File: src/rtl/sfr_pkg.sv
package sfr_pkg;

  // Frame layout
  localparam int LENGTH_BYTES = 2;
  localparam int CHECK_BYTES  = 2;
  localparam int HDR_BYTES    = 1 + LENGTH_BYTES;

  // Front-to-back queue
  localparam int QDEPTH = 4;
  localparam int QAW    = $clog2(QDEPTH);

  localparam logic [15:0] CHK_RESET = 16'hFFFF;
  localparam logic [15:0] CHK_MASK  = (CHECK_BYTES == 1) ? 16'h00FF : 16'hFFFF;

  typedef enum logic [3:0] {
    EV_TIMEOUT   = 4'd0,
    EV_PAYLOAD   = 4'd1,
    EV_GOOD      = 4'd2,
    EV_BAD_CHECK = 4'd3,
    EV_TOO_LONG  = 4'd4,
    EV_ACK       = 4'd5,
    EV_NAK       = 4'd6,
    EV_CANCEL    = 4'd7,
    EV_WAKE      = 4'd8
  } ev_t;

  typedef enum logic [2:0] {
    CFG_SYNC    = 3'd0,
    CFG_ACK     = 3'd1,
    CFG_BAD     = 3'd2,
    CFG_CANCEL  = 3'd3,
    CFG_MAX_LEN = 3'd4,
    CFG_TIMEOUT = 3'd5
  } cfg_idx_t;

  typedef struct packed {
    logic [7:0]  sync_byte;
    logic [7:0]  ack_byte;
    logic [7:0]  bad_byte;
    logic [7:0]  cancel_byte;
    logic [15:0] max_frame_bytes;
    logic [15:0] byte_timeout_ticks;
  } cfg_t;

  typedef struct packed {
    ev_t         event_res;
    logic [7:0]  payload_byte;
    logic [15:0] payload_index;
    logic [15:0] frame_length;
    logic [7:0]  reply_byte;
    logic        reply_valid;
  } res_t;

  // One queue entry: an optional timeout ahead of an optional main result
  typedef struct packed {
    logic has_to;
    logic has_main;
    res_t main;
  } bundle_t;

  localparam res_t RES_ZERO = '{event_res: EV_TIMEOUT, payload_byte: 8'h00,
                                payload_index: 16'h0000, frame_length: 16'h0000,
                                reply_byte: 8'h00, reply_valid: 1'b0};

  function automatic logic [15:0] chk_init();
    return (CHECK_BYTES == 1) ? 16'h00FF : 16'hFFFF;
  endfunction

  // CRC-16/CCITT-FALSE byte update, or 8-bit XOR for a one-byte check
  function automatic logic [15:0] chk_update(input logic [15:0] acc, input logic [7:0] b);
    logic [7:0] x;
    x = acc[15:8] ^ b;
    x = x ^ (x >> 4);
    if (CHECK_BYTES == 1) begin
      return {8'h00, acc[7:0] ^ b};
    end
    return {acc[7:0], 8'h00} ^ {x[3:0], 12'h000} ^ {3'b000, x, 5'b00000} ^ {8'h00, x};
  endfunction

endpackage

File: src/rtl/sfr_front.sv
module sfr_front (
  input  logic             clk,
  input  logic             rst_n,
  input  sfr_pkg::cfg_t    cfg,
  input  logic             acc_i,
  input  logic             mode_i,
  input  logic [7:0]       rx_byte_i,
  input  logic             wake_i,
  output logic             push_o,
  output sfr_pkg::bundle_t bundle_o
);

  logic [15:0] cnt_r, cnt_nxt;
  logic [15:0] pl_r, pl_nxt;
  logic [15:0] acc_r, acc_nxt;
  logic [15:0] rc_r, rc_nxt;
  logic [15:0] gap_r, gap_nxt;
  logic        run_r, run_nxt;

  logic        timed_out;
  logic [15:0] pos;
  logic [16:0] total_len;
  logic [16:0] new_len;
  sfr_pkg::bundle_t bnd;

  always_comb begin
    cnt_nxt   = cnt_r;
    pl_nxt    = pl_r;
    acc_nxt   = acc_r;
    rc_nxt    = rc_r;
    gap_nxt   = gap_r;
    run_nxt   = run_r;
    bnd       = '{has_to: 1'b0, has_main: 1'b0, main: sfr_pkg::RES_ZERO};
    timed_out = run_r && (gap_r >= cfg.byte_timeout_ticks);
    pos       = timed_out ? 16'h0000 : cnt_r;
    total_len = 17'(sfr_pkg::HDR_BYTES) + {1'b0, pl_r} + 17'(sfr_pkg::CHECK_BYTES);
    new_len   = 17'(sfr_pkg::HDR_BYTES) + {1'b0, {pl_r[7:0], rx_byte_i}}
              + 17'(sfr_pkg::CHECK_BYTES);

    if (acc_i && mode_i) begin
      if (run_r && gap_r != 16'hFFFF) begin
        gap_nxt = gap_r + 16'd1;
      end
    end else if (acc_i) begin
      bnd.has_to = timed_out;
      gap_nxt    = 16'h0000;
      cnt_nxt    = pos + 16'd1;
      if (timed_out) begin
        run_nxt = 1'b0;
      end

      if (pos == 16'h0000) begin
        if (rx_byte_i == cfg.sync_byte) begin
          run_nxt  = 1'b1;
          pl_nxt   = 16'h0000;
          rc_nxt   = 16'h0000;
          acc_nxt  = sfr_pkg::chk_init();
          if (!wake_i) begin
            bnd.has_main       = 1'b1;
            bnd.main.event_res = sfr_pkg::EV_WAKE;
          end
        end else begin
          // lone control byte: ack before nak before cancel
          if (wake_i) begin
            priority if (rx_byte_i == cfg.ack_byte) begin
              bnd.has_main       = 1'b1;
              bnd.main.event_res = sfr_pkg::EV_ACK;
            end else if (rx_byte_i == cfg.bad_byte) begin
              bnd.has_main       = 1'b1;
              bnd.main.event_res = sfr_pkg::EV_NAK;
            end else if (rx_byte_i == cfg.cancel_byte) begin
              bnd.has_main       = 1'b1;
              bnd.main.event_res = sfr_pkg::EV_CANCEL;
            end else begin
              // any other stray byte is dropped silently
              bnd.has_main = 1'b0;
            end
          end
          cnt_nxt = 16'h0000;
          run_nxt = 1'b0;
        end
      end else if (pos < 16'(sfr_pkg::HDR_BYTES)) begin
        pl_nxt = {pl_r[7:0], rx_byte_i};
        if (pos == 16'(sfr_pkg::HDR_BYTES - 1) && new_len > {1'b0, cfg.max_frame_bytes}) begin
          bnd.has_main          = 1'b1;
          bnd.main.event_res    = sfr_pkg::EV_TOO_LONG;
          bnd.main.frame_length = pl_nxt;
          cnt_nxt               = 16'h0000;
          run_nxt               = 1'b0;
        end
      end else if ({1'b0, pos} < 17'(sfr_pkg::HDR_BYTES) + {1'b0, pl_r}) begin
        acc_nxt                = sfr_pkg::chk_update(acc_r, rx_byte_i);
        bnd.has_main           = 1'b1;
        bnd.main.event_res     = sfr_pkg::EV_PAYLOAD;
        bnd.main.payload_byte  = rx_byte_i;
        bnd.main.payload_index = pos - 16'(sfr_pkg::HDR_BYTES);
      end else begin
        rc_nxt = {rc_r[7:0], rx_byte_i};
        if ({1'b0, pos} + 17'd1 >= total_len) begin
          bnd.has_main          = 1'b1;
          bnd.main.frame_length = pl_r;
          bnd.main.reply_valid  = 1'b1;
          if ((acc_r & sfr_pkg::CHK_MASK) == (rc_nxt & sfr_pkg::CHK_MASK)) begin
            bnd.main.event_res  = sfr_pkg::EV_GOOD;
            bnd.main.reply_byte = cfg.ack_byte;
          end else begin
            bnd.main.event_res  = sfr_pkg::EV_BAD_CHECK;
            bnd.main.reply_byte = cfg.bad_byte;
          end
          cnt_nxt = 16'h0000;
          run_nxt = 1'b0;
        end
      end
    end
  end

  assign bundle_o = bnd;
  assign push_o   = acc_i && !mode_i && (bnd.has_to || bnd.has_main);

  always_ff @(posedge clk) begin
    if (!rst_n) begin
      cnt_r <= 16'h0000;
      pl_r  <= 16'h0000;
      acc_r <= sfr_pkg::CHK_RESET;
      rc_r  <= 16'h0000;
      gap_r <= 16'h0000;
      run_r <= 1'b0;
    end else begin
      cnt_r <= cnt_nxt;
      pl_r  <= pl_nxt;
      acc_r <= acc_nxt;
      rc_r  <= rc_nxt;
      gap_r <= gap_nxt;
      run_r <= run_nxt;
    end
  end

endmodule

File: src/rtl/sfr_queue.sv
module sfr_queue (
  input  logic             clk,
  input  logic             rst_n,
  input  logic             push_i,
  input  sfr_pkg::bundle_t data_i,
  input  logic             pop_i,
  output sfr_pkg::bundle_t head_o,
  output logic             empty_o,
  output logic             full_o
);

  sfr_pkg::bundle_t mem_r [sfr_pkg::QDEPTH];

  logic [sfr_pkg::QAW-1:0] wr_ptr_r, wr_ptr_nxt;
  logic [sfr_pkg::QAW-1:0] rd_ptr_r, rd_ptr_nxt;
  logic [sfr_pkg::QAW:0]   cnt_r, cnt_nxt;
  logic                    do_push, do_pop;

  assign full_o  = (cnt_r == (sfr_pkg::QAW+1)'(sfr_pkg::QDEPTH));
  assign empty_o = (cnt_r == '0);
  assign head_o  = mem_r[rd_ptr_r];
  assign do_push = push_i && !full_o;
  assign do_pop  = pop_i && !empty_o;

  always_comb begin
    wr_ptr_nxt = do_push ? wr_ptr_r + 1'b1 : wr_ptr_r;
    rd_ptr_nxt = do_pop ? rd_ptr_r + 1'b1 : rd_ptr_r;
    cnt_nxt    = cnt_r + (sfr_pkg::QAW+1)'(do_push) - (sfr_pkg::QAW+1)'(do_pop);
  end

  always_ff @(posedge clk) begin
    if (do_push) begin
      mem_r[wr_ptr_r] <= data_i;
    end
  end

  always_ff @(posedge clk) begin
    if (!rst_n) begin
      wr_ptr_r <= '0;
      rd_ptr_r <= '0;
      cnt_r    <= '0;
    end else begin
      wr_ptr_r <= wr_ptr_nxt;
      rd_ptr_r <= rd_ptr_nxt;
      cnt_r    <= cnt_nxt;
    end
  end

endmodule

File: src/rtl/sfr_back.sv
module sfr_back (
  input  logic             clk,
  input  logic             rst_n,
  input  sfr_pkg::bundle_t head_i,
  input  logic             q_empty_i,
  output logic             q_pop_o,
  input  logic             pop_i,
  output logic             empty_o,
  output sfr_pkg::res_t    res_o,
  output logic             last_o
);

  sfr_pkg::res_t out_r, out_nxt;
  logic          last_r, last_nxt;
  logic          valid_r, valid_nxt;
  logic          phase_r, phase_nxt;   // timeout of the head entry already sent
  logic          load;

  assign load = !q_empty_i && (!valid_r || pop_i);

  always_comb begin
    out_nxt   = out_r;
    last_nxt  = last_r;
    valid_nxt = valid_r && !pop_i;
    phase_nxt = phase_r;
    q_pop_o   = 1'b0;
    if (load) begin
      valid_nxt = 1'b1;
      if (head_i.has_to && head_i.has_main && !phase_r) begin
        out_nxt   = sfr_pkg::RES_ZERO;
        last_nxt  = 1'b0;
        phase_nxt = 1'b1;
      end else if (head_i.has_main) begin
        out_nxt   = head_i.main;
        last_nxt  = 1'b1;
        phase_nxt = 1'b0;
        q_pop_o   = 1'b1;
      end else begin
        out_nxt   = sfr_pkg::RES_ZERO;
        last_nxt  = 1'b1;
        phase_nxt = 1'b0;
        q_pop_o   = 1'b1;
      end
    end
  end

  always_ff @(posedge clk) begin
    out_r  <= out_nxt;
    last_r <= last_nxt;
  end

  always_ff @(posedge clk) begin
    if (!rst_n) begin
      valid_r <= 1'b0;
      phase_r <= 1'b0;
    end else begin
      valid_r <= valid_nxt;
      phase_r <= phase_nxt;
    end
  end

  assign empty_o = !valid_r;
  assign res_o   = out_r;
  assign last_o  = last_r;

endmodule

File: src/rtl/serial_frame_receiver_core.sv
// Frame receiver for a sync / big-endian length / payload / big-endian check
// byte stream (CRC-16/CCITT-FALSE check). Each beat on the input queue is
// either a received byte or a 1 ms tick; ticks only advance the inter-byte
// gap timer and give no result. Accepted bytes are classified in the cycle
// they arrive and their results (at most two: a timeout, then the byte's
// own event) land in a four-entry queue; a back stage drains that queue
// into a registered output one result per cycle while pop is held. The
// block takes one beat per cycle while the queue has room; a byte with two
// results holds the output for both of them, so a run of such bytes is
// slowed to the output's pace once the queue has filled. A result is held
// in its queue entry, then in the output register. Payload bytes come
// out as they arrive and the verdict (good or bad check, with the reply
// byte) follows the last check byte; a frame whose total length exceeds
// max_frame_bytes is dropped at the end of its header. An over-long gap is
// reported when the next byte comes in, and that byte then starts afresh.
// Configuration writes must only be made while the block is idle.
module serial_frame_receiver_core (
  input  logic        clk,
  input  logic        rst_n,

  input  logic        push,
  output logic        full,
  input  logic        in_mode,
  input  logic [7:0]  in_rx_byte,
  input  logic        in_wake_line_high,

  output logic        empty,
  input  logic        pop,
  output logic [3:0]  out_event_res,
  output logic [7:0]  out_payload_byte,
  output logic [15:0] out_payload_index,
  output logic [15:0] out_frame_length,
  output logic [7:0]  out_reply_byte,
  output logic        out_reply_valid,
  output logic        out_last,

  input  logic        cfg_we,
  input  logic [2:0]  cfg_index,
  input  logic [15:0] cfg_data
);

  sfr_pkg::cfg_t    cfg_r, cfg_nxt;
  sfr_pkg::bundle_t f_bundle;
  sfr_pkg::bundle_t q_head;
  sfr_pkg::res_t    res;
  logic             f_push;
  logic             q_empty, q_full, q_pop;
  logic             in_acc;

  // Configuration registers
  always_comb begin
    cfg_nxt = cfg_r;
    if (cfg_we) begin
      unique case (cfg_index)
        sfr_pkg::CFG_SYNC:    cfg_nxt.sync_byte          = cfg_data[7:0];
        sfr_pkg::CFG_ACK:     cfg_nxt.ack_byte           = cfg_data[7:0];
        sfr_pkg::CFG_BAD:     cfg_nxt.bad_byte           = cfg_data[7:0];
        sfr_pkg::CFG_CANCEL:  cfg_nxt.cancel_byte        = cfg_data[7:0];
        sfr_pkg::CFG_MAX_LEN: cfg_nxt.max_frame_bytes    = cfg_data;
        sfr_pkg::CFG_TIMEOUT: cfg_nxt.byte_timeout_ticks = cfg_data;
        default: ;
      endcase
    end
  end

  always_ff @(posedge clk) begin
    if (!rst_n) begin
      cfg_r <= '{sync_byte: 8'd126, ack_byte: 8'd6, bad_byte: 8'd21, cancel_byte: 8'd24,
                 max_frame_bytes: 16'd256, byte_timeout_ticks: 16'd30};
    end else begin
      cfg_r <= cfg_nxt;
    end
  end

  // Front: beat accepted whenever the queue has room
  assign full   = q_full;
  assign in_acc = push && !q_full;

  sfr_front u_front (
    .clk       (clk),
    .rst_n     (rst_n),
    .cfg       (cfg_r),
    .acc_i     (in_acc),
    .mode_i    (in_mode),
    .rx_byte_i (in_rx_byte),
    .wake_i    (in_wake_line_high),
    .push_o    (f_push),
    .bundle_o  (f_bundle)
  );

  sfr_queue u_queue (
    .clk     (clk),
    .rst_n   (rst_n),
    .push_i  (f_push),
    .data_i  (f_bundle),
    .pop_i   (q_pop),
    .head_o  (q_head),
    .empty_o (q_empty),
    .full_o  (q_full)
  );

  // Back: splits each entry into one or two result beats
  sfr_back u_back (
    .clk       (clk),
    .rst_n     (rst_n),
    .head_i    (q_head),
    .q_empty_i (q_empty),
    .q_pop_o   (q_pop),
    .pop_i     (pop),
    .empty_o   (empty),
    .res_o     (res),
    .last_o    (out_last)
  );

  assign out_event_res     = res.event_res;
  assign out_payload_byte  = res.payload_byte;
  assign out_payload_index = res.payload_index;
  assign out_frame_length  = res.frame_length;
  assign out_reply_byte    = res.reply_byte;
  assign out_reply_valid   = res.reply_valid;

  // Ticks never produce a queue entry
  a_tick_no_push: assert property (@(posedge clk) disable iff (!rst_n)
    (in_acc && in_mode) |-> !f_push)
    else $error("tick produced a result entry");

  // Only a leading timeout is shown without last
  a_nonlast_timeout: assert property (@(posedge clk) disable iff (!rst_n)
    (!empty && !out_last) |-> (out_event_res == sfr_pkg::EV_TIMEOUT))
    else $error("non-final beat that is not a timeout");

  // The entry behind a leading timeout stays queued until its main result goes
  a_split_holds: assert property (@(posedge clk) disable iff (!rst_n)
    (!empty && !out_last) |-> !q_empty)
    else $error("queue drained while a split entry was pending");

  // Reply only with a verdict
  a_reply_verdict: assert property (@(posedge clk) disable iff (!rst_n)
    !empty |-> (out_reply_valid == (out_event_res == sfr_pkg::EV_GOOD ||
                                    out_event_res == sfr_pkg::EV_BAD_CHECK)))
    else $error("reply flag does not match verdict");

endmodule

File: config.mk
export PLATFORM = sky130hd
export DESIGN_NAME = serial_frame_receiver_core
export DESIGN_NICKNAME = d
export VERILOG_FILES = /design/src/rtl/sfr_pkg.sv /design/src/rtl/sfr_front.sv /design/src/rtl/sfr_queue.sv /design/src/rtl/sfr_back.sv /design/src/rtl/serial_frame_receiver_core.sv
export SDC_FILE = /design/constraint.sdc
export NUM_CORES = 1
export LEC_CHECK = 0
export ABC_AREA = 1
export BUFFER_PORTS_ARGS = -buffer_cell sky130_fd_sc_hd__buf_2
export CAP_MARGIN = 20
export CORE_ASPECT_RATIO = 1.4
export CORE_MARGIN = 5
export CORE_UTILIZATION = 45
export DETAILED_ROUTE_END_ITERATION = 6
export SLEW_MARGIN = 25
export SYNTH_ARGS = -nofsm -noshare
export SYNTH_HDL_FRONTEND = slang
export SYNTH_SLANG_ARGS = --single-unit
File: constraint.sdc
create_clock -name clk -period 6.6 [get_ports clk]
set_input_delay 0.99 -clock clk [delete_from_list [all_inputs] [get_ports clk]]
set_output_delay 0.99 -clock clk [all_outputs]
set_load 0.05 [all_outputs]
# Yosys cells after proc, flatten, opt, wreduce, memory -nomap -nowiden
# Memory sizes are Yosys's and may differ from the RTL's. A register that Yosys moved wholly into a read port is not among the register bits.
# Index checks and enable logic that the tools add are counted.
# totals
reg_bits	200
ram_bits	220
input_bits	34
out_inout_bits	56
wordCells	164
mem_count	1
# classes
add_sub_neg	12
magnitude_cmp	5
eq_ne	17
muxes	59
bitwise	7
n_reduce_logical	39
# mem_list
memory	depth	width	read_ports	rd_clocked_by_memory_dff	wr	line	rtl
u_queue.mem_r	4	55	1	1	1	sfr_queue.sv:12	sfr_pkg::bundle_t mem_r [sfr_pkg::QDEPTH];
# op_table
op	count
$mux W16	19
$mux W55	2
$mux W25	2
$mux W5	10
$mux W49	1
$mux W24	2
$add A17 B2 Y17 const B	2
$add A2 B16 Y17 const A	2
$add A16 B1 Y16 const B	2
$eq A8 B8 Y1	4
$mux W8	4
$add A16 B1 Y17 const B	1
$ge A17 B17 Y1	1
$gt A17 B16 Y1	1
$lt A16 B17 Y1	1
$eq A16 B16 Y1	1
$eq A16 B2 Y1 const B	1
$ge A16 B16 Y1	1
$logic_not A16 Y1	1
$lt A16 B2 Y1 const B	1
$ne A16 B16 Y1 const B	1
$reduce_and A2 Y1	8
$sub A16 B2 Y16 const B	1
$xor A16 B13 Y16	1
other kinds (25)	69

# Longest topological paths before layout
# logic_depth
ltp_word	16
depth_mapped	43
depth_no_buf	42

# Modules after synthesis
# Synthesis repeated with hierarchy kept, for this count alone.
# unflattened
hier_cells	2324
area_unflattened_um2	21274.2
# by_module_without_submodules
mod	n_inst	cells_per_inst	area_each_um2	seq_area_each_um2
sfr_queue	1	599	8673.3	6786.5
sfr_front	1	1179	7883.8	1461.4
serial_frame_receiver_core	1	363	2524.9	1281.2
sfr_back	1	183	2192.1	1661.6

# Worst setup path after synthesis
# Ideal clock, no wire load.
# synth_timing
path_type	input port to flip-flop
start	in in_rx_byte[0]
end	mem u_queue.mem_r[0][0] (netlist bit), enable pin
setup_ns	0.469
t_arrival_ns	6.530
required_ns	6.131
slack_ns	-0.399
cell_stages	22
n_path_buf	1
cell_sequence	clkbuf_1 -> inv_1 -> o21ai_0 -> nand3_1 -> nor2_1 -> nand2_1 -> nor3_1 -> nand3_1 -> nor2_1 -> xor2_1 -> ha_1 -> nand4_1 -> or2_1 -> nor4_1 -> o2111ai_4 -> nand2_1 -> inv_1 -> nand3_1 -> nand2_2 -> nand2_2 -> inv_2 -> nor2_1
# synth_via
elab_chain_cells	14
elab_cells_between_ends	23
classes_between	2 x add/sub; 1 x order compare; 4 x eq/ne; 12 x mux; 4 x reduce/logical
# synth_lines
element	line	rtl
start: declaration	serial_frame_receiver_core.sv:24	input logic [7:0] in_rx_byte,
$add A2 B16 Y17 or $eq A8 B8 Y1 (tied branches)	sfr_front.sv:37, sfr_front.sv:71	
$add A17 B2 Y17 or $mux W1 (tied branches)	sfr_front.sv:38, sfr_front.sv:71	
$gt A17 B16 Y1 or $mux W5 (tied branches)	sfr_front.sv:84, sfr_front.sv:68	
$logic_and A1 B1 Y1 or $mux W5 (tied branches)	sfr_front.sv:84, sfr_front.sv:65	
$mux W5, on equally long branches	sfr_front.sv:84, sfr_front.sv:64	
$mux W5, on equally long branches	sfr_front.sv:82, sfr_front.sv:53	
$mux W5 *	sfr_front.sv:52	if (pos == 16'h0000) begin
$mux W55 *	sfr_front.sv:44	end else if (acc_i) begin
$mux W55 *	sfr_front.sv:40	if (acc_i && mode_i) begin
$logic_or A1 B1 Y1 *	sfr_front.sv:118	assign push_o = acc_i && !mode_i && (bnd.has_to || bnd.has_main);
$logic_and A1 B1 Y1 *	sfr_front.sv:118	
$logic_and A1 B1 Y1 *	sfr_queue.sv:22	assign do_push = push_i && !full_o;
net u_queue.do_push	sfr_queue.sv:17	logic do_push, do_pop;
$mux W1 *	sfr_queue.sv:32	if (do_push) begin
$mux W1 (implied by the code) *	sfr_queue.sv:33	mem_r[wr_ptr_r] <= data_i;
end: declaration	sfr_queue.sv:12	
# Mark *: on every way through the listed nets, which the timed path passes. The rest lies on a longest branch.

# Worst setup path after layout
# layout_timing
start	reg u_front.gap_r[5]
end	mem u_queue.mem_r[0][34] (netlist bit), enable pin
# layout_via
elab_chain_cells	16
elab_cells_between_ends	22
classes_between	1 x add/sub; 4 x order compare; 1 x eq/ne; 10 x mux; 6 x reduce/logical
# layout_lines
element	line	rtl
start: declaration	sfr_front.sv:17	logic [15:0] gap_r, gap_nxt;
start signal: assignment	sfr_front.sv:133	gap_r <= gap_nxt;
$ge A16 B16 Y1 *	sfr_front.sv:34	timed_out = run_r && (gap_r >= cfg.byte_timeout_ticks);
$logic_and A1 B1 Y1 *	sfr_front.sv:34	
$mux W16	sfr_front.sv:35	pos = timed_out ? 16'h0000 : cnt_r;
$add A16 B1 Y17	sfr_front.sv:99	if ({1'b0, pos} + 17'd1 >= total_len) begin
$ge A17 B17 Y1	sfr_front.sv:99	
$mux W5	sfr_front.sv:99	
$mux W5	sfr_front.sv:91	end else if ({1'b0, pos} < 17'(sfr_pkg::HDR_BYTES) + {1'b0, pl_r}) begin
$mux W5	sfr_front.sv:82	end else if (pos < 16'(sfr_pkg::HDR_BYTES)) begin
$mux W5	sfr_front.sv:52	
$mux W55 *	sfr_front.sv:44	
$mux W55 *	sfr_front.sv:40	
$logic_or A1 B1 Y1 *	sfr_front.sv:118	
$logic_and A1 B1 Y1 *	sfr_front.sv:118	
$logic_and A1 B1 Y1 *	sfr_queue.sv:22	
net u_queue.do_push	sfr_queue.sv:17	
$mux W1 *	sfr_queue.sv:32	
$mux W1 (implied by the code) *	sfr_queue.sv:33	
# Marked as above.

==> results by group <==
Run status
  – Status: finished clean

CTS
  – Root buffer cell: sky130_fd_sc_hd__clkbuf_16
  – Clock latency on the worst-skew pair: 0.57 ns
  – Clk pin slew, worst setup/hold paths: 0.06 ns
  – Clock tree sinks: 422
  – Cells resized by post-CTS repair: 0
  – Clock buffer depth: 3
  – TritonCTS clock tree: done
  – Level count of the clock H-tree: 2
  – Post-CTS setup repair buffer count: 0
  – CTS Hold Buffers Added: 0
  – Total CTS buffers: 42

Synthesis
  – Synthesized instance count: 2232
  – Share of Yosys cell area claimed by the top area cell type: 40.1%
  – Top cells by area in the synthesized netlist: sky130_fd_sc_hd__edfxtp_1 (40%), sky130_fd_sc_hd__dfxtp_1 (14%), sky130_fd_sc_hd__nor2_1 (7.3%)
  – Count leader, synth: sky130_fd_sc_hd__nor2_1
  – Post-synth EDFFs: 274
  – Number of flip-flops and latches in the synthesized netlist: 422
  – YS warnings: 0
  – FFs w/ async S/R, synth: 0%
  – Synth cell types: 60
  – Seq/Total Area, Yosys: 54.5%
  – Syn_nets: 2343
  – Main synth FF type: sky130_fd_sc_hd__edfxtp_1
  – Dominant cell type by area after synthesis: sky130_fd_sc_hd__edfxtp_1
  – Commonest cells in the netlist: sky130_fd_sc_hd__nor2_1 (397), sky130_fd_sc_hd__nand2_1 (290), sky130_fd_sc_hd__edfxtp_1 (274)
  – Netlist area before placement: 0.0205 mm²
  – Average footprint of a synthesized cell: 9.20 µm²

Die
  – Core Region: 0.0451 mm²
  – I/O pin count: 90
  – Die outline area: 0.0501 mm²
  – Starting density of the core: 45.5%
  – Horizontal die dimension: 191 µm
  – Die span in y: 263 µm
  – Rows: 92

Setup path
  – Endpoint type of the worst setup path: register
  – Most frequent cell on the critical path: sky130_fd_sc_hd__nand2_1
  – CP max FO: 32
  – Data required time of the critical path: 6.83 ns
  – Critical path's largest stage delay: 0.41 ns
  – Data arrival, critical path: 6.01 ns
  – Cell with the biggest individual delay on the critical path: sky130_fd_sc_hd__dfxtp_1
  – Critical path type: reg2reg
  – Startpoint type of the worst setup path: register
  – Count of cells along the worst register-to-register path: 36

Finish
  – Area taken by multi-input logic gates: 0.00813 mm²
  – Total area of sequential cells: 0.0112 mm²
  – Synth-to-layout area growth: 12.0%
  – Final-layout fill cell count: 4216
  – Ratio of cells with drive above 1 in the final layout: 11.6%
  – Final Net Count: 2411

Timing
  – Top achievable clock speed: 0.173 GHz
  – Clock Skews: 0.0249 ns
  – Number of hold violations in the final report: 0
  – Final slew viol count: 0
  – Count of final setup violators: 0
  – Final worst-path setup slack: 0.820 ns
  – RSZ-0062 raised after global routing: false
  – Hold WS: 0.462 ns
  – Share of the clock period used by the worst path: 87.6%
  – Relative slew margins: 30.6%
  – Transition time of the tightest slew-check pin: 1.03 ns
  – Post-layout min period: 5.78 ns

GRT
  – Antenna violations before repair: 3
  – Tot GR Track Use: 21.2%
  – First-pass GRT wire length: 84.8 mm
  – Number of global-route vias before repair: 15500
  – Grt total ovfl: 0
  – Largest net degree at the start of global routing: 73

Place
  – Count of port buffers added during placement: 89
  – Pre-CTS setup slack: 0.813 ns
  – Routability congestion estimate: 0.900
  – Post-DP HPWL: 37.4 mm

Detailed routing
  – Wire length reported by the detailed router: 54.0 mm
  – Via Count: 15600
  – Routed wire length per instance: 18.4 µm
  – Mean number of vias per cell: 5.30
  – Residual DRC: 0
  – DR pass1 iterations: 6
  – Number of violations reported at the end of detailed-routing iteration 0: 1027
  – Post-route ant nets: 0

Flow run
  – Count of maximum capacitance violations: 0

Hold path
  – Path class of the lowest-slack min-delay path: reg2reg
  – Number of cells traversed by the worst hold path: 2

Pwr
  – Maximum vdd ir drop: 0.000241 V
  – Overall power of the completed layout: 7530 µW
  – Pwr/cell area: 328 mW/mm²
  – LEAKAGE: 0.00898 µW
-- placed cells by master (no fill, tap or decap), types with 21 or more instances in the layout --
cell,instances
sky130_fd_sc_hd__nor2_1,392
sky130_fd_sc_hd__nand2_1,289
sky130_fd_sc_hd__edfxtp_1,274
sky130_fd_sc_hd__o21ai_0,217
sky130_fd_sc_hd__inv_1,216
sky130_fd_sc_hd__a21oi_1,152
sky130_fd_sc_hd__dfxtp_1,146
sky130_fd_sc_hd__buf_2,89
sky130_fd_sc_hd__ha_1,76
sky130_fd_sc_hd__nand3_1,55
sky130_fd_sc_hd__xor2_1,49
sky130_fd_sc_hd__clkbuf_16,42
sky130_fd_sc_hd__nand4_1,38
sky130_fd_sc_hd__xnor2_1,32
sky130_fd_sc_hd__nor3_1,21
-- per-layer routing --
layer | up-vias | wire length (µm) | GRT usage [%]
met1 | 7312 | 21700 | 25.8
met4 | 4 | 2370 | 8.88
met2 | 453 | 26800 | 37.3
met3 | 145 | 3030 | 3.35
li1 | 7675 | - | -
met5 | - | 14 | 0
-- critical path, delay by kind of cell, from the launching register on --
kind                     cells  cell delay (ns)
buffers and inverters        4             0.62
flip-flops                   1             0.41
AND/OR/NAND/NOR             29             3.56
adder cells (fa/ha/maj)      3             0.81
-- metrics by stage --
step                      area, µm²  setup TNS, ns  std cells  utilization (%)
after floorplan               20500         -87.75       2232                -
after global placement        21600              0       2867             47.9
after detailed placement      21600              0       2867             47.9
after CTS                     23000              0       2939             51.0
after global routing          23000              0       2940             51.0
final                         23000              0       2940             51.0
-- registers in the layout (all words and copies together) (netlist names), named ones only --
signal            cells
u_queue.mem_r       220
cfg_r                64
u_back.res_o         53
u_front.acc_r        16
u_front.cnt_r        16
u_front.gap_r        16
u_front.pl_r         16
u_front.rc_r          8
u_queue.cnt_r         3
u_queue.rd_ptr_r      2
u_queue.wr_ptr_r      2
u_back.last_o         1
u_back.phase_r        1
u_back.valid_r        1
u_front.run_r         1
-- final timing paths --
| kind | startpoint | slack [ns] | endpoint |
|---|---|---|---|
| worst max register to register | u_front.gap_r[5] | 0.82 | u_queue.mem_r[0][34] |
| worst min-delay path | cfg_r[7] | 0.46 | cfg_r[7] |
| worst max-delay path | u_front.gap_r[5] | 0.82 | u_queue.mem_r[0][34] |
| worst min register to register | cfg_r[7] | 0.46 | cfg_r[7] |
-- layout make-up --
cell class	instances	area share, %
clock inverter	16	0.968
multi-input combinational	1489	35.3
clock buffer	56	5.02
inverter	236	3.86
timing repair buffer	109	2.81
sequential	422	48.7
tap	611	3.32
antenna	1	0.0109
-- cell families (layout without fill, tap and decap cells) --
family                   Yosys count  in the layout  share of synthesized area (%)
AO/OA/AOI/OAI                    450            450                           12.3
XOR/XNOR                          85             85                           3.77
adder cells (fa/ha/maj)           77             77                           4.73
buffers and inverters            321            417                           6.09
flip-flops                       422            422                           54.5
other                              0              1                              0
AND/OR/NAND/NOR                  877            877                           18.6
-- report_power, final --
part	switching [µW]	internal [µW]	total [µW]
clock network	1000	1390	2390
logic	1510	412	1920
registers	107	3110	3220
total	2620	4920	7530
No activity file was read; power rests on OpenSTA's default activity.
